<file path="src/sv/assert_macros.svh">
// ----------------------------------------------------------------------------
// Assertion macros
// Shared helpers for clocked assertions with a synchronous active-low reset.
// ----------------------------------------------------------------------------
`ifndef ASSERT_MACROS_SVH
`define ASSERT_MACROS_SVH

// General clocked property, disabled while reset is asserted.
`define GPA_ASSERT(label, clk, rst_n, prop, msg) \
    label: assert property (@(posedge clk) disable iff (!rst_n) prop) else $error(msg);

// Same-cycle implication.
`define GPA_ASSERT_IMPL(label, clk, rst_n, ante, cons, msg) \
    `GPA_ASSERT(label, clk, rst_n, (ante) |-> (cons), msg)

`endif

</file>
<file path="src/sv/gpa_pkg.sv">
// ----------------------------------------------------------------------------
// Gaussian principal axes package
// Item types, fixed-point constants and the exp ROM generator.
// ----------------------------------------------------------------------------
package gpa_pkg;

    localparam int FRAC_BITS = 30;
    localparam int DIV_BITS  = 15;

    localparam logic [28:0] LOG2E_Q28 = 29'd387270502;
    localparam logic [15:0] ONE_Q14   = 16'd16384;

    localparam logic [1:0] AXIS_A = 2'd0;
    localparam logic [1:0] AXIS_B = 2'd1;
    localparam logic [1:0] AXIS_C = 2'd2;

    typedef struct packed {
        logic signed [15:0] quat_w;
        logic signed [15:0] quat_x;
        logic signed [15:0] quat_y;
        logic signed [15:0] quat_z;
        logic signed [15:0] log_scale_a;
        logic signed [15:0] log_scale_b;
        logic signed [15:0] log_scale_c;
    } t_in_item;

    typedef struct packed {
        logic [1:0]         axis_number;
        logic signed [15:0] dir_x;
        logic signed [15:0] dir_y;
        logic signed [15:0] dir_z;
        logic [31:0]        axis_length;
        logic               is_longest;
        logic               last_axis;
    } t_out_item;

    // One axis of one item, as handed from the front end to the pipeline.
    typedef struct packed {
        logic [1:0]         axis;
        logic signed [15:0] qw;
        logic signed [15:0] qx;
        logic signed [15:0] qy;
        logic signed [15:0] qz;
        logic signed [15:0] lscale;
    } t_beat;

    typedef struct packed {
        logic [1:0]  axis;
        logic [15:0] dir_x;
        logic [15:0] dir_y;
        logic [15:0] dir_z;
        logic [31:0] len;
    } t_res;

    // Truncating integer square root, one result bit per iteration.
    function automatic logic [63:0] f_isqrt(input logic [63:0] v);
        logic [63:0] res;
        logic [63:0] bit_v;
        logic [63:0] rem;
        res   = '0;
        bit_v = 64'h4000_0000_0000_0000;
        rem   = v;
        for (int i = 0; i < 32; i++) begin
            if (rem >= res + bit_v) begin
                rem = rem - (res + bit_v);
                res = (res >> 1) + bit_v;
            end else begin
                res = res >> 1;
            end
            bit_v = bit_v >> 2;
        end
        return res;
    endfunction

    // Factor 2^(2^-j) in Q30; each entry is the square root of the one before.
    function automatic logic [FRAC_BITS:0] f_exp_rom(input int j);
        logic [63:0] v;
        v = f_isqrt(64'd2 << 60);
        for (int i = 1; i < j; i++) begin
            v = f_isqrt({v[63-FRAC_BITS:0], {FRAC_BITS{1'b0}}});
        end
        return v[FRAC_BITS:0];
    endfunction

endpackage

</file>
<file path="src/sv/gpa_front.sv">
// ----------------------------------------------------------------------------
// Front end
// Holds one input item and hands its three axes to the pipeline in order.
// ----------------------------------------------------------------------------
`include "assert_macros.svh"

module gpa_front (
    input  logic              i_clk,
    input  logic              i_rst_n,
    input  logic              i_in_valid,
    input  gpa_pkg::t_in_item i_in,
    output logic              o_in_stall,
    output logic              o_beat_valid,
    output gpa_pkg::t_beat    o_beat,
    input  logic              i_beat_ready
);

    gpa_pkg::t_in_item r_item;
    logic              r_iv;
    logic [1:0]        r_bidx;

    logic beat_take;
    logic beat_last;
    logic in_take;

    assign beat_take  = r_iv && i_beat_ready;
    assign beat_last  = (r_bidx == gpa_pkg::AXIS_C);
    assign o_in_stall = r_iv && !(beat_take && beat_last);
    assign in_take    = i_in_valid && !o_in_stall;

    assign o_beat_valid = r_iv;

    always_comb begin
        o_beat.axis = r_bidx;
        o_beat.qw   = r_item.quat_w;
        o_beat.qx   = r_item.quat_x;
        o_beat.qy   = r_item.quat_y;
        o_beat.qz   = r_item.quat_z;
        case (r_bidx)
            gpa_pkg::AXIS_A: o_beat.lscale = r_item.log_scale_a;
            gpa_pkg::AXIS_B: o_beat.lscale = r_item.log_scale_b;
            default:         o_beat.lscale = r_item.log_scale_c;
        endcase
    end

    always_ff @(posedge i_clk) begin
        if (!i_rst_n) begin
            r_iv   <= 1'b0;
            r_bidx <= gpa_pkg::AXIS_A;
        end else begin
            if (in_take) begin
                r_iv   <= 1'b1;
                r_bidx <= gpa_pkg::AXIS_A;
            end else if (beat_take) begin
                if (beat_last) begin
                    r_iv <= 1'b0;
                end else begin
                    r_bidx <= r_bidx + 2'd1;
                end
            end
        end
    end

    always_ff @(posedge i_clk) begin
        if (in_take) begin
            r_item <= i_in;
        end
    end

    `GPA_ASSERT(a_front_drain, i_clk, i_rst_n, (beat_take && beat_last && !i_in_valid) |=> !r_iv, "front: item not released after last axis")
    `GPA_ASSERT_IMPL(a_front_idx, i_clk, i_rst_n, r_iv, r_bidx != 2'd3, "front: axis index out of range")
    `GPA_ASSERT(a_front_step, i_clk, i_rst_n, (beat_take && !beat_last) |=> (r_iv && r_bidx == $past(r_bidx) + 2'd1), "front: axis index did not advance")

endmodule

</file>
<file path="config.mk">
export PLATFORM = sky130hd
export DESIGN_NAME = gpa_front
export DESIGN_NICKNAME = d
export VERILOG_FILES = /design/src/sv/gpa_pkg.sv /design/src/sv/gpa_front.sv
export VERILOG_INCLUDE_DIRS = /design/src /design/src/sv
export SDC_FILE = /design/constraint.sdc
export NUM_CORES = 1
export LEC_CHECK = 0
export BUFFER_PORTS_ARGS = -buffer_cell sky130_fd_sc_hd__buf_4
export CAP_MARGIN = 20
export CORE_MARGIN = 2
export CORE_UTILIZATION = 42
export CTS_BUF_LIST = sky130_fd_sc_hd__clkbuf_16
export DETAILED_ROUTE_END_ITERATION = 8
export PLACE_DENSITY = 0.77
export SYNTH_ARGS = -nofsm -noshare
export SYNTH_HDL_FRONTEND = slang
export SYNTH_SLANG_ARGS = --single-unit
</file>
<file path="constraint.sdc">
create_clock -name i_clk -period 6.8 [get_ports i_clk]
set_input_delay 1.7 -clock i_clk [delete_from_list [all_inputs] [get_ports i_clk]]
set_output_delay 1.7 -clock i_clk [all_outputs]
set_load 0.05 [all_outputs]
</file>
==> impl_metrics.tcl <==
set metrics [dict create \
    cts_buffer_depth 2 \
    cp_common_cell "buf_4" \
    place_congestion 0.688 \
    rsz0062_at_grt "no" \
    ys_ff_latch 115 \
    wl_met1_mm 3.08 \
    ys_seq_area_share_pct 79.0 \
    start_util_pct 42.6 \
    period_minus_slack_ns 4.02 \
    hpwl_mm 5.61 \
    dpl-instance-area_sq_mm 0.00548 \
    drtAntennaViolNets 0 \
    met2_length_mm 4.04 \
    n_antenna_cell 0 \
    portBuffers 199 \
    grt_max_degree 64 \
    drt_wl_total_mm 7.95 \
    syn_avg_cell_area_sq_um 17.5 \
    leakagePower_nw 2.51 \
    hold_path.class "flop to flop" \
    clk_latency_ns 0.39 \
    status "completed" \
    synthesis.instances 248 \
    grt_pass1_vias 2462 \
    syn_area_sq_mm 0.00433 \
    die_y_um 106 \
    htree_levels 4 \
    synthDistinctLibCells 17 \
    drc 0 \
    cts_hold_buf 0 \
    multi_input_area_sq_um 367 \
    yosysWarnings 0 \
    cp_top_family "buffers and inverters" \
    area_growth_syn_to_layout_pct 39.1 \
    layout-drive-gt1-share_pct 55.8 \
    crit_type "primary input to output port" \
    netlist_top_cells_area "edfxtp_1 (78%), buf_4 (11%), a22oi_1 (2.8%), nand2_1 (2.8%), dfxtp_1 (1.4%)" \
    grtUsageTotal_pct 14.8 \
    slew_viol_final 0 \
    maxUsedRoutingLayer "met4" \
    nFillCells 792 \
    grt-ovfl-total 0 \
    synthMuxAreaShare_pct 0.231 \
    yosysTopAreaCell "edfxtp_1" \
    synth-simple-area-share_pct 3.67 \
    worstPathArrival_ns 2.32 \
    rows 37 \
    peakVddDrop_mv 0.178 \
    maxCapViolCount 0 \
    fin_nets 518 \
    cp_num_buf_inv 2 \
    slowest_stage "a21boi_2" \
    synth.top_cell.area_share_pct 77.6 \
    final_common_cell "buf_4" \
    clkSlewWorstSetupHoldPaths_ns 0.05 \
    slew_headroom_pct 40.4 \
    synthXorXnorAreaFrac_pct 0.202 \
    post_cts_resized 0 \
    tns_ns 0 \
    synth_compound_area_share_pct 3.32 \
    coreArea_sq_mm 0.0102 \
    crit_path_start_kind "primary input" \
    vias 2389 \
    wl_per_cell_um 14.5 \
    cts_inserted_buffers 17 \
    setup_ws_ns 2.78 \
    place_inst 516 \
    required_ns 5.10 \
    layout.cells.non_filler 548 \
    cts-root-buf "clkbuf_16" \
    mostFrequentLayoutCells "buf_4 (201), edfxtp_1 (112), nand2_1 (32), clkbuf_16 (17), a22oi_1 (16)" \
    synthAdderAreaFrac_pct 0.866 \
    p_total_mw 1.90 \
    antenna_found_initial 0 \
    synth_nets 367 \
    clock_skew_ns 0.00583 \
    place_ws_ns 2.78 \
    post-route-period-util_pct 59.2 \
    critPathMaxStageDelay_ns 0.25 \
    design_area_sq_mm 0.00603 \
    viasPerCell 4.36 \
    finalHoldViolCount 0 \
    drt_iter0_drc 120 \
    die_area_sq_mm 0.0111 \
    synth_top_family_by_area "buffers and inverters" \
    regArea_sq_mm 0.00342 \
    wl_met3_um 758 \
    cts_tree "done" \
    fmax_mhz 249 \
    cp_cell_sequence "buf_4 > a21boi_2 > buf_4" \
    crit_path_max_fanout 4 \
    cts.sink_count 115 \
    powerDensity_mw_per_mm2 315 \
    endpoint_kind "output port" \
    setup_viol 0 \
    io_pins 200 \
    postCtsSetupBuffers 0 \
    die_w_um 106 \
    dr.pass1.iters 4 \
    grt_pass1_wl_mm 12.2 \
    worst_slew_pin_slew_ns 0.894 \
]
## worst paths after layout
path,startpoint,endpoint,slack (ns),depth (start not counted)
worst max-delay path,i_beat_ready,o_in_stall,2.78,3
worst min-delay path,r_bidx[1],r_bidx[1],0.57,2
worst max register to register,r_bidx[0],r_item[27],4.31,6
worst min register to register,r_bidx[1],r_bidx[1],0.57,2
## synthesized netlist by cell type
| master | number |
|---|---|
| o21a_1 | 1 |
| a21boi_2 | 1 |
| ha_1 | 3 |
| o21ai_0 | 1 |
| nor2_1 | 3 |
| inv_1 | 3 |
| buf_8 | 1 |
| nor2_8 | 1 |
| mux2i_1 | 1 |
| xnor2_1 | 1 |
| dfxtp_1 | 3 |
| buf_6 | 4 |
| nand3b_1 | 1 |
| edfxtp_1 | 112 |
| buf_4 | 64 |
| nand2_1 | 32 |
| a22oi_1 | 16 |
## sequential cells by signal, indices dropped and copies added, names as in the netlist
name and cells:
o_beat 64, r_item 48, r_bidx 2, o_beat_valid 1
## worst register-to-register path, cell delays in order, from the launching register on
cell and delay [ns]:
dfxtp_1 0.32, inv_1 0.11, ha_1 0.19, a21boi_2 0.10
nor2_4 0.08, buf_4 0.50, buf_4 0.77
## per-stage QoR
step                hold WS [ns]  utilization [%]
floorplan                  0.772                -
global placement           0.547             53.8
detailed placement         0.561             53.8
CTS                        0.575             59.2
global route               0.620             59.2
finish                     0.567             59.2
## logic make-up after synthesis
kind of cell    after synthesis
buf+inv                      72
simple gates                 37
xor+xnor                      1
flops                       115
mux                           1
fa+ha+maj                     3
compound gates               19
## cell type report
type,instances,area share (%)
multi-input combinational,61,6.08
inverter,3,0.187
tap,136,2.82
sequential,115,56.8
timing repair buffer,201,25.0
clock inverter,15,2.07
clock buffer,17,7.05
## report_power, final
group / internal (mW) / switching, mW
clock network: 0.526 / 0.283
logic: 0.0886 / 0.162
registers: 0.827 / 0.0103
## metal layers
layer  GRT usage, %  vias to the layer above
li1               -                     1140
met5              0                        -
met2           24.1                      134
met1           16.7                     1106
met4           5.92                        0
met3           7.11                        9
Note: power is estimated with default switching activity, not from simulation.
