File: config.mk
export PLATFORM = sky130hd
export DESIGN_NAME = gpa_gather
export DESIGN_NICKNAME = d
export VERILOG_FILES = /design/src/sv/gpa_pkg.sv /design/src/sv/gpa_gather.sv
export VERILOG_INCLUDE_DIRS = /design/src /design/src/sv
export SDC_FILE = /design/constraint.sdc
export NUM_CORES = 1
export LEC_CHECK = 0
export ABC_CLOCK_PERIOD_IN_PS = 14100
export BUFFER_PORTS_ARGS = -buffer_cell sky130_fd_sc_hd__clkbuf_2
export CORE_UTILIZATION = 55
export DETAILED_ROUTE_END_ITERATION = 8
export GPL_ROUTABILITY_DRIVEN = 0
export PLACE_DENSITY = 0.85
export SETUP_SLACK_MARGIN = 0.4
export SKIP_CTS_REPAIR_TIMING = 1
export SYNTH_ARGS = -nofsm -noshare
export SYNTH_HDL_FRONTEND = slang
export SYNTH_SLANG_ARGS = --single-unit
File: constraint.sdc
create_clock -name i_clk -period 14.1 [get_ports i_clk]
set_input_delay 2.82 -clock i_clk [delete_from_list [all_inputs] [get_ports i_clk]]
set_output_delay 2.82 -clock i_clk [all_outputs]
set_load 0.02 [all_outputs]
File: src/sv/assert_macros.svh
// ----------------------------------------------------------------------------
// Assertion macros
// Shared helpers for clocked assertions with a synchronous active-low reset.
// ----------------------------------------------------------------------------
`ifndef ASSERT_MACROS_SVH
`define ASSERT_MACROS_SVH

// General clocked property, disabled while reset is asserted.
`define GPA_ASSERT(label, clk, rst_n, prop, msg) \
    label: assert property (@(posedge clk) disable iff (!rst_n) prop) else $error(msg);

// Same-cycle implication.
`define GPA_ASSERT_IMPL(label, clk, rst_n, ante, cons, msg) \
    `GPA_ASSERT(label, clk, rst_n, (ante) |-> (cons), msg)

`endif

File: src/sv/gpa_pkg.sv
// ----------------------------------------------------------------------------
// Gaussian principal axes package
// Item types, fixed-point constants and the exp ROM generator.
// ----------------------------------------------------------------------------
package gpa_pkg;

    localparam int FRAC_BITS = 30;
    localparam int DIV_BITS  = 15;

    localparam logic [28:0] LOG2E_Q28 = 29'd387270502;
    localparam logic [15:0] ONE_Q14   = 16'd16384;

    localparam logic [1:0] AXIS_A = 2'd0;
    localparam logic [1:0] AXIS_B = 2'd1;
    localparam logic [1:0] AXIS_C = 2'd2;

    typedef struct packed {
        logic signed [15:0] quat_w;
        logic signed [15:0] quat_x;
        logic signed [15:0] quat_y;
        logic signed [15:0] quat_z;
        logic signed [15:0] log_scale_a;
        logic signed [15:0] log_scale_b;
        logic signed [15:0] log_scale_c;
    } t_in_item;

    typedef struct packed {
        logic [1:0]         axis_number;
        logic signed [15:0] dir_x;
        logic signed [15:0] dir_y;
        logic signed [15:0] dir_z;
        logic [31:0]        axis_length;
        logic               is_longest;
        logic               last_axis;
    } t_out_item;

    // One axis of one item, as handed from the front end to the pipeline.
    typedef struct packed {
        logic [1:0]         axis;
        logic signed [15:0] qw;
        logic signed [15:0] qx;
        logic signed [15:0] qy;
        logic signed [15:0] qz;
        logic signed [15:0] lscale;
    } t_beat;

    typedef struct packed {
        logic [1:0]  axis;
        logic [15:0] dir_x;
        logic [15:0] dir_y;
        logic [15:0] dir_z;
        logic [31:0] len;
    } t_res;

    // Truncating integer square root, one result bit per iteration.
    function automatic logic [63:0] f_isqrt(input logic [63:0] v);
        logic [63:0] res;
        logic [63:0] bit_v;
        logic [63:0] rem;
        res   = '0;
        bit_v = 64'h4000_0000_0000_0000;
        rem   = v;
        for (int i = 0; i < 32; i++) begin
            if (rem >= res + bit_v) begin
                rem = rem - (res + bit_v);
                res = (res >> 1) + bit_v;
            end else begin
                res = res >> 1;
            end
            bit_v = bit_v >> 2;
        end
        return res;
    endfunction

    // Factor 2^(2^-j) in Q30; each entry is the square root of the one before.
    function automatic logic [FRAC_BITS:0] f_exp_rom(input int j);
        logic [63:0] v;
        v = f_isqrt(64'd2 << 60);
        for (int i = 1; i < j; i++) begin
            v = f_isqrt({v[63-FRAC_BITS:0], {FRAC_BITS{1'b0}}});
        end
        return v[FRAC_BITS:0];
    endfunction

endpackage

File: src/sv/gpa_gather.sv
// ----------------------------------------------------------------------------
// Result gather
// Collects the three axes of an item, picks the longest and sends them out.
// ----------------------------------------------------------------------------
`include "assert_macros.svh"

module gpa_gather (
    input  logic               i_clk,
    input  logic               i_rst_n,
    input  logic               i_res_valid,
    input  gpa_pkg::t_res      i_res,
    output logic               o_res_ready,
    output logic               o_out_valid,
    output gpa_pkg::t_out_item o_out,
    input  logic               i_out_stall
);

    gpa_pkg::t_res r_g [0:2];
    logic [1:0]    r_gcnt;
    gpa_pkg::t_res r_e [0:2];
    logic          r_ev;
    logic [1:0]    r_idx;
    logic [1:0]    r_best;

    logic       xfer;
    logic       take;
    logic [1:0] slot;
    logic [1:0] n_best;
    logic [31:0] best_len;

    // The slots go to the send buffer when it is empty or as its last axis leaves.
    assign xfer = (r_gcnt == 2'd3)
                  && (!r_ev || (r_idx == gpa_pkg::AXIS_C && !i_out_stall));
    assign o_res_ready = (r_gcnt != 2'd3) || xfer;
    assign take        = i_res_valid && o_res_ready;
    assign slot        = xfer ? gpa_pkg::AXIS_A : r_gcnt;

    always_comb begin
        n_best   = (r_g[1].len > r_g[0].len) ? gpa_pkg::AXIS_B : gpa_pkg::AXIS_A;
        best_len = (n_best == gpa_pkg::AXIS_B) ? r_g[1].len : r_g[0].len;
        if (r_g[2].len > best_len) begin
            n_best = gpa_pkg::AXIS_C;
        end
    end

    assign o_out_valid       = r_ev;
    assign o_out.axis_number = r_e[r_idx].axis;
    assign o_out.dir_x       = r_e[r_idx].dir_x;
    assign o_out.dir_y       = r_e[r_idx].dir_y;
    assign o_out.dir_z       = r_e[r_idx].dir_z;
    assign o_out.axis_length = r_e[r_idx].len;
    assign o_out.is_longest  = (r_idx == r_best);
    assign o_out.last_axis   = (r_idx == gpa_pkg::AXIS_C);

    always_ff @(posedge i_clk) begin
        if (!i_rst_n) begin
            r_gcnt <= 2'd0;
            r_ev   <= 1'b0;
            r_idx  <= gpa_pkg::AXIS_A;
        end else begin
            if (xfer && take) begin
                r_gcnt <= 2'd1;
            end else if (xfer) begin
                r_gcnt <= 2'd0;
            end else if (take) begin
                r_gcnt <= r_gcnt + 2'd1;
            end

            if (xfer) begin
                r_ev  <= 1'b1;
                r_idx <= gpa_pkg::AXIS_A;
            end else if (r_ev && !i_out_stall) begin
                if (r_idx == gpa_pkg::AXIS_C) begin
                    r_ev <= 1'b0;
                end else begin
                    r_idx <= r_idx + 2'd1;
                end
            end
        end
    end

    always_ff @(posedge i_clk) begin
        if (take) begin
            r_g[slot] <= i_res;
        end
        if (xfer) begin
            r_e[0] <= r_g[0];
            r_e[1] <= r_g[1];
            r_e[2] <= r_g[2];
            r_best <= n_best;
        end
    end

    `GPA_ASSERT(a_xfer_load, i_clk, i_rst_n, xfer |=> (r_ev && r_idx == gpa_pkg::AXIS_A), "gather: send buffer not loaded")
    `GPA_ASSERT_IMPL(a_axis_order, i_clk, i_rst_n, r_ev, r_e[r_idx].axis == r_idx, "gather: axis out of order")
    `GPA_ASSERT(a_idx_hold, i_clk, i_rst_n, (r_ev && i_out_stall) |=> (r_ev && r_idx == $past(r_idx)), "gather: axis moved while stalled")

endmodule

==> results of run 1 <==
power breakdown:
part	switching [mW]	internal (mW)	total, mW
sequential	0.0220	1.70	1.73
combinational	0.120	0.0617	0.182
clock	0.519	0.710	1.23
final cells by class:
| class | instances | area, um^2 |
|---|---|---|
| well taps | 448 | 560.5 |
| repair buffers | 179 | 915.9 |
| inverters | 39 | 153.9 |
| clock buffers | 62 | 1305 |
| diodes | 3 | 7.507 |
| multi-input cells | 469 | 3467 |
| flip-flops and latches | 501 | 14980 |
| clock inverters | 25 | 215.2 |
| fillers | 2288 | 11930 |
kinds of logic after synthesis:
family | count (synthesis) | share of synthesized area
DFF | 501 | 0.8001
AOI/OAI and AO/OA | 143 | 0.04392
and+or+nand+nor | 141 | 0.03249
muxes | 114 | 0.06103
buffers and inverters | 69 | 0.01564
adders and majority gates | 68 | 0.04546
xor gates and xnor gates | 3 | 0.001404
worst paths after layout:
check	startpoint	cells past startpoint	slack (ps)	to
min reg2reg	r_g[0][42]$_DFFE_PP_	0	410	r_e[0][42]$_DFFE_PP_
max reg2reg	r_g[1][25]$_DFFE_PP_	13	9410	r_best[0]$_SDFFCE_PN0P_
max	i_out_stall	5	7680	o_res_ready
min	r_g[0][42]$_DFFE_PP_	0	410	r_e[0][42]$_DFFE_PP_
critical path, delay by kind of cell:
kind | cells | cell delay, ps
AO/OA/AOI/OAI | 1 | 320
AND/OR/NAND/NOR | 1 | 160
buffers and inverters | 3 | 300
registers in the layout, indices dropped and copies added (netlist names), named ones only:
name / flops
r_best: 2
r_gcnt: 2
r_idx: 2
r_g: 246
r_e: 246
o_out_valid: 1
Yosys cell counts, drive strengths merged (3+ instances only):
library cell,n
edfxtp,494
mux2i,113
nand2,94
o21ai,87
ha,68
inv,39
a21oi,24
clkbuf,19
a21o,15
nand4,13
nor2,12
buf,11
nand3,8
dfxtp,7
nor4,5
a211oi,4
and3,3
per-stage QoR:
stage / hold slack, ps / cells
2_1_floorplan: 400.3 / 1039
5_1_grt: 417.3 / 1725
4_1_cts: 412.1 / 1723
3_3_place_gp: 400.5 / 1636
3_5_place_dp: 404.5 / 1636
6_report: 411.5 / 1726
per-layer routing:
layer	share of wire	vias to the layer above	GRT usage
li1	-	4417	-
met1	0.40	4465	0.2231
met2	0.52	251	0.3269
met3	0.056	68	0.04326
met4	0.028	2	0.07503
met5	0.00038	-	0
==> run_results.csv, run 1 <==
group,metric,value,unit
layout,post-route-util,0.6444,
drt,drt-initial-drc-count,521,
clock_network,clock_path_buffers,3,
power,peakVddDrop,0.00009836,V
critical_path,worst-path-max-fanout,4,
critical_path,crit_type,"primary input to primary output",
sta,setup_viol,0,
floorplan,ioPinCount,172,
logic_synthesis,synthArstFlopShare,0,
logic_synthesis,yosysUniqueCellTypes,37,
floorplan,die_w,186.5,um
floorplan,start_util,0.5582,
power,p_per_area,145.2,mW/mm^2
logic_synthesis,ys_warn_count,0,
power,p_leak,7.602,nW
clock_network,cts.sinks,501,
logic_synthesis,synth_fp_nets,1193,
sta,grt_setup_unrepaired,"no",
floorplan,die_h,186.5,um
critical_path,start_kind,"primary input",
sta,fin_worst_skew,12.46,ps
logic_synthesis,synth_area_per_cell,18.01,um^2
layout,fin_area,0.02161,mm^2
drt,drc,0,
clock_network,clk_latency,550,ps
placement,place_area,0.02008,mm^2
layout,final_nets,1391,
logic_synthesis,synth_edf_count,494,
sta,drv_slew,0,
global_routing,grt_overflow_total,0,
logic_synthesis,synthCells,1039,
layout,final_common_cell,"edfxtp_1",
logic_synthesis,ys.flop_type,"edfxtp_1",
placement,place_ws,7682,ps
logic_synthesis,netlist_area,0.01872,mm^2
critical_path,required,11280,ps
floorplan,coreArea,0.03353,mm^2
drt,drt_wl_total,31.88,mm
sta,worst_pin_slew,1055,ps
critical_path,end_kind,"primary output",
sta,min_period,6420,ps
logic_synthesis,ys_ff_latch,501,
sta,max_freq,155.8,MHz
sta,fin_crit_sh,0.4554,
layout,drive_gt1_frac,0.2000,
power,p_total,3.137,mW
sta,finalHoldViolCount,0,
run,cap_violations,0,
drt,ant_nets,0,
logic_synthesis,yosys-top-cells-area,"edfxtp_1, mux2i_1, ha_1",
hold_path,min_path_type,"flop to flop",
placement,port_buffers,171,
drt,wl_per_cell,18.47,um
floorplan,rows,67,
global_routing,grt_pass1_wl,49.78,mm
clock_network,h-tree-depth,2,
floorplan,die_area,0.03477,mm^2
critical_path,cpMostUsedCell,"clkbuf_2",
drt,vias_per_cell,5.332,
clock_network,cts_tree,"done",
layout,layout_common_cells,"edfxtp_1, clkbuf_2, mux2i_1",
logic_synthesis,netlist.area_leader.share,0.7926,
global_routing,antenna_found_initial,4,
critical_path,path_cells,"clkbuf_2 -> inv_1 -> a21boi_0 -> nand2_1 -> clkbuf_2",
clock_network,clk_pin_slew,60,ps
sta,setup_slack,7680,ps
critical_path,cp_slowest_cell,"a21boi_0",
global_routing,track_usage,0.1865,
critical_path,slowest_delay,320,ps
critical_path,arrival,3600,ps
drt,drt_pass1_iterations,5,
global_routing,grt_max_degree,109,
sta,max_slew_margin,0.2966,
clock_network,clock-root-buffer,"clkbuf_16",
drt,vias,9203,
sta,fin_setup_tns,0,ps
layout,area_growth_syn_to_layout,15.44,%
global_routing,grt_pass1_vias,9475,
placement,dpl.hpwl,19.58,mm
clock_network,cts_made_buffers,47,
logic_synthesis,synth_top_area_cell,"edfxtp_1",
logic_synthesis,ys_seq_area_frac,0.8001,
status,status,"completed",
Note: power is estimated with default switching activity, not from simulation.
==> run 2: changes to the inputs <==
- ABC_CLOCK_PERIOD_IN_PS: 14100 -> 6650
- clock period: 14.1 -> 6.65 ns (I/O delays scaled with it)
==> run_results.csv, run 2 (synthesized netlist as in run 1, its figures left out) <==
group,metric,value,unit
status,status,"completed",
floorplan,die_area,0.03477,mm^2
sta,worst_pin_slew,1174,ps
drt,vias,9324,
drt,wl_per_cell,19.15,um
floorplan,die_w,186.5,um
critical_path,r2r_end,"r_best[0]$_SDFFCE_PN0P_",
global_routing,grt_max_degree,167,
floorplan,ioPinCount,172,
layout,layout_common_cells,"edfxtp_1, clkbuf_2, mux2i_1",
drt,drt_pass1_iterations,5,
layout,final_nets,1394,
drt,vias_per_cell,5.390,
critical_path,arrival,5370,ps
clock_network,clk_pin_slew,60,ps
sta,drv_slew,0,
clock_network,clk_latency,550,ps
critical_path,slowest_delay,660,ps
critical_path,r2r_start,"r_g[1][13]$_DFFE_PP_",
critical_path,crit_type,"flop to flop",
layout,final_common_cell,"edfxtp_1",
placement,place_ws,1814,ps
critical_path,cp_top_family,"compound AO/OA/AOI/OAI gates",
sta,min_period,5002,ps
layout,area_growth_syn_to_layout,15.94,%
power,peakVddDrop,0.0002111,V
drt,drc,0,
sta,fin_hold_ws,412.4,ps
clock_network,h-tree-depth,2,
drt,drt-initial-drc-count,635,
placement,dpl.hpwl,20.29,mm
layout,stdcell_count,1730,
placement,place_inst,1636,
clock_network,cts.sinks,501,
sta,fin_worst_skew,23.37,ps
clock_network,cts_tree,"done",
clock_network,clock_path_buffers,3,
power,p_leak,7.639,nW
placement,port_buffers,171,
sta,fin_setup_tns,0,ps
sta,max_freq,199.9,MHz
sta,fin_crit_sh,0.7522,
global_routing,grt_pass1_vias,9754,
run,cap_violations,0,
global_routing,track_usage,0.1918,
layout,post-route-util,0.6471,
hold_path,holdPathEnd,"r_e[0][60]$_DFFE_PP_",
critical_path,start_kind,"flop",
sta,max_slew_margin,0.2175,
floorplan,die_h,186.5,um
hold_path,min_path_type,"flop to flop",
sta,grt_setup_unrepaired,"no",
global_routing,grt_overflow_total,0,
critical_path,path_cells,"ha_1 -> a21o_1 -> a21o_1 -> a221o_1 -> a211o_1 -> a2bb2oi_4 -> buf_4 -> mux2i_1 -> ha_1 -> nand4_1 -> or2_2 -> nor4_1 -> nand2_1 -> a221oi_1",
critical_path,worst-path-max-fanout,19,
power,p_per_area,311.3,mW/mm^2
drt,ant_nets,0,
hold_path,min_path_cells,0,
sta,finalHoldViolCount,0,
sta,setup_slack,1648,ps
layout,top_regs,"r_e x246, r_g x246",
hold_path,hp-start,"r_g[0][60]$_DFFE_PP_",
layout,drive_gt1_frac,0.2037,
floorplan,start_util,0.5582,
critical_path,required,7010,ps
critical_path,reg2reg_depth,14,
critical_path,cp_slowest_cell,"a2bb2oi_4",
global_routing,antenna_found_initial,1,
critical_path,path_depth,14,
critical_path,rrSetupSlack,1650,ps
critical_path,end_kind,"flop",
sta,setup_viol,0,
clock_network,cts_made_buffers,50,
clock_network,clock-root-buffer,"clkbuf_16",
drt,drt_wl_total,33.12,mm
critical_path,critPathBufInv,1,
global_routing,grt_pass1_wl,51.37,mm
floorplan,rows,67,
floorplan,coreArea,0.03353,mm^2
## run 2: layout make-up
| type | count | area [um^2] |
|---|---|---|
| tap | 448 | 560.5 |
| fill | 2309 | 11830 |
| multi-input combinational | 469 | 3467 |
| sequential | 501 | 14980 |
| timing repair buffer | 179 | 928.4 |
| clock buffer | 59 | 1306 |
| antenna | 1 | 2.502 |
| clock inverter | 34 | 302.8 |
| inverter | 39 | 150.1 |
## run 2: where the power goes
group | switching (mW) | internal, mW | total [mW]
clock network | 1.11 | 1.60 | 2.70
logic | 0.252 | 0.132 | 0.384
registers | 0.0547 | 3.61 | 3.67
## run 2: worst max path at each step
stage	start	endpoint	slack [ps]
6_report	r_g[1][13]$_DFFE_PP_	r_best[0]$_SDFFCE_PN0P_	1650
5_1_grt	r_g[1][13]$_DFFE_PP_	r_best[0]$_SDFFCE_PN0P_	1470
4_1_cts	r_g[1][13]$_DFFE_PP_	r_best[1]$_SDFFCE_PN1P_	1710
3_5_place_dp	r_g[1][13]$_DFFE_PP_	r_best[0]$_SDFFCE_PN0P_	1810
3_3_place_gp	r_g[1][13]$_DFFE_PP_	r_best[1]$_SDFFCE_PN1P_	1990
2_1_floorplan	i_out_stall	r_best[0]$_SDFFCE_PN0P_	740
## run 2: routing by layer
layer	vias up	GRT usage	wire [um]
met5	-	0	0
met4	0	0.07440	954
met3	74	0.03630	1832
met2	275	0.3487	17470
met1	4576	0.2246	12860
li1	4399	-	-
## run 2: per-stage QoR
| step | power (mW) | area, um^2 |
|---|---|---|
| after floorplan | 3.968 | 18720 |
| after global placement | 4.092 | 20090 |
| after detailed placement | 4.119 | 20090 |
| after CTS | 6.815 | 21700 |
| after global routing | 6.992 | 21700 |
| final | 6.756 | 21700 |
==> run 3: changes to the inputs <==
- ABC_CLOCK_PERIOD_IN_PS: 6650 -> 4700
- clock period: 6.65 -> 4.7 ns (I/O delays scaled with it)
==> run_results.csv, run 3 (synthesized netlist as in run 1, its figures left out) <==
group,metric,value,unit
power,p_leak,7.609,nW
sta,max_freq,245.1,MHz
sta,grt_setup_unrepaired,"no",
critical_path,arrival,4440,ps
floorplan,start_util,0.5582,
sta,fin_worst_skew,16.24,ps
global_routing,grt_pass1_wl,50.24,mm
layout,layout_common_cells,"edfxtp_1, clkbuf_2, mux2i_1",
power,pwr-share-comb,0.060,
floorplan,die_h,186.5,um
critical_path,end_kind,"flop",
layout,drive_gt1_frac,0.2053,
layout,final_nets,1399,
layout,nFillCells,2337,
layout,seq_area,0.01498,mm^2
clock_network,clock_path_buffers,3,
critical_path,crit_type,"flop to flop",
placement,place_inst,1641,
power,peakVddDrop,0.0002741,V
clock_network,h-tree-depth,2,
sta,max_slew_margin,0.2544,
global_routing,grt_overflow_total,0,
clock_network,cts_made_buffers,47,
hold_path,min_path_type,"flop to flop",
clock_network,cts.sinks,501,
critical_path,start_kind,"flop",
critical_path,worst-path-max-fanout,13,
drt,drt_wl_total,32.58,mm
power,p_total,9.249,mW
critical_path,required,5060,ps
critical_path,crit_start,"r_g[1][31]$_DFFE_PP_",
power,swShare,0.2102,
floorplan,rows,67,
drt,drc,0,
floorplan,die_w,186.5,um
floorplan,die_area,0.03477,mm^2
layout,multi_input_area,0.003497,mm^2
layout,area_growth_syn_to_layout,15.67,%
global_routing,track_usage,0.1895,
power,p_int,7.305,mW
floorplan,ioPinCount,172,
power,pwr-share-seq,0.560,
power,p_per_area,427.2,mW/mm^2
clock_network,clk_pin_slew,60,ps
run,cap_violations,0,
hold_path,hp-start,"r_g[2][58]$_DFFE_PP_",
sta,min_period,4079,ps
placement,dpl.hpwl,20.48,mm
placement,port_buffers,171,
power,clkPwrFrac,0.380,
drt,vias_per_cell,5.331,
sta,fin_crit_sh,0.8680,
sta,setup_viol,0,
clock_network,clk_latency,550,ps
power,p_switching,1.944,mW
critical_path,r2r_start,"r_g[1][31]$_DFFE_PP_",
drt,vias,9223,
clock_network,cts_tree,"done",
global_routing,antenna_found_initial,4,
status,status,"completed",
layout,stdcell_count,1730,
sta,drv_slew,0,
layout,final_common_cell,"edfxtp_1",
sta,finalHoldViolCount,0,
layout,top_regs,"r_e x246, r_g x246",
clock_network,clock-root-buffer,"clkbuf_16",
sta,worst_pin_slew,1118,ps
global_routing,grt_pass1_vias,9563,
drt,drt_pass1_iterations,4,
critical_path,rrSetupSlack,620,ps
drt,ant_nets,0,
drt,wl_per_cell,18.83,um
global_routing,grt_max_degree,162,
drt,drt-initial-drc-count,473,
floorplan,coreArea,0.03353,mm^2
## run 3: power groups by stage
stage               Sequential [mW]  Combinational, mW  Clock, mW
floorplan                      5.26              0.353          0
global placement               5.26              0.531          0
detailed placement             5.28              0.554          0
CTS                            5.18              0.557       3.58
global route                   5.20              0.611       3.75
finish                         5.18              0.552       3.51
## run 3: layout make-up
class / count / share of cell area
clock inverter: 30 / 0.008669
multi-input combinational: 469 / 0.1615
timing repair buffer: 187 / 0.04681
tap: 448 / 0.02589
clock buffer: 55 / 0.05768
inverter: 39 / 0.007282
sequential: 501 / 0.6920
antenna: 1 / 0.0001156
## run 3: routing by layer
metal  GRT usage  share of wire  wire length (um)
met1      0.2265           0.40             12910
met3     0.03912          0.055              1787
met4     0.07314          0.029               960
met2      0.3373           0.52             16880
met5           0         0.0014                45
## run 3: per-stage QoR
stage / hold WS [ps] / setup TNS, ps / worst slack (ps) / cell area [um^2] / util
after floorplan: 400.3 / -159110 / -641.6 / 18740 / -
after global placement: 400.1 / 0 / 221.5 / 20170 / 0.6015
after detailed placement: 404.5 / 0 / 61.13 / 20170 / 0.6015
after CTS: 416.7 / -13.70 / -12.03 / 21610 / 0.6443
after global routing: 420.1 / 0 / 395.3 / 21650 / 0.6456
final: 413.7 / 0 / 620.5 / 21650 / 0.6456
## run 3: final timing paths
kind	endpoint	depth (start not counted)
setup / recovery	r_best[0]$_SDFFCE_PN0P_	13
hold / removal	r_e[2][58]$_DFFE_PP_	0
setup reg to reg	r_best[0]$_SDFFCE_PN0P_	13
hold reg to reg	r_e[2][58]$_DFFE_PP_	0
## run 3: worst max-delay path, cell delays in order (launching register included)
cell and delay, ps:
edfxtp_1 420, ha_1 340, nand4_1 260, nor4_2 490, and3_1 270, a2bb2oi_4 170
buf_4 270, buf_4 150, mux2_1 310, ha_1 280, nand4_1 150, nor4_2 340
nand2_1 140, a221oi_1 300
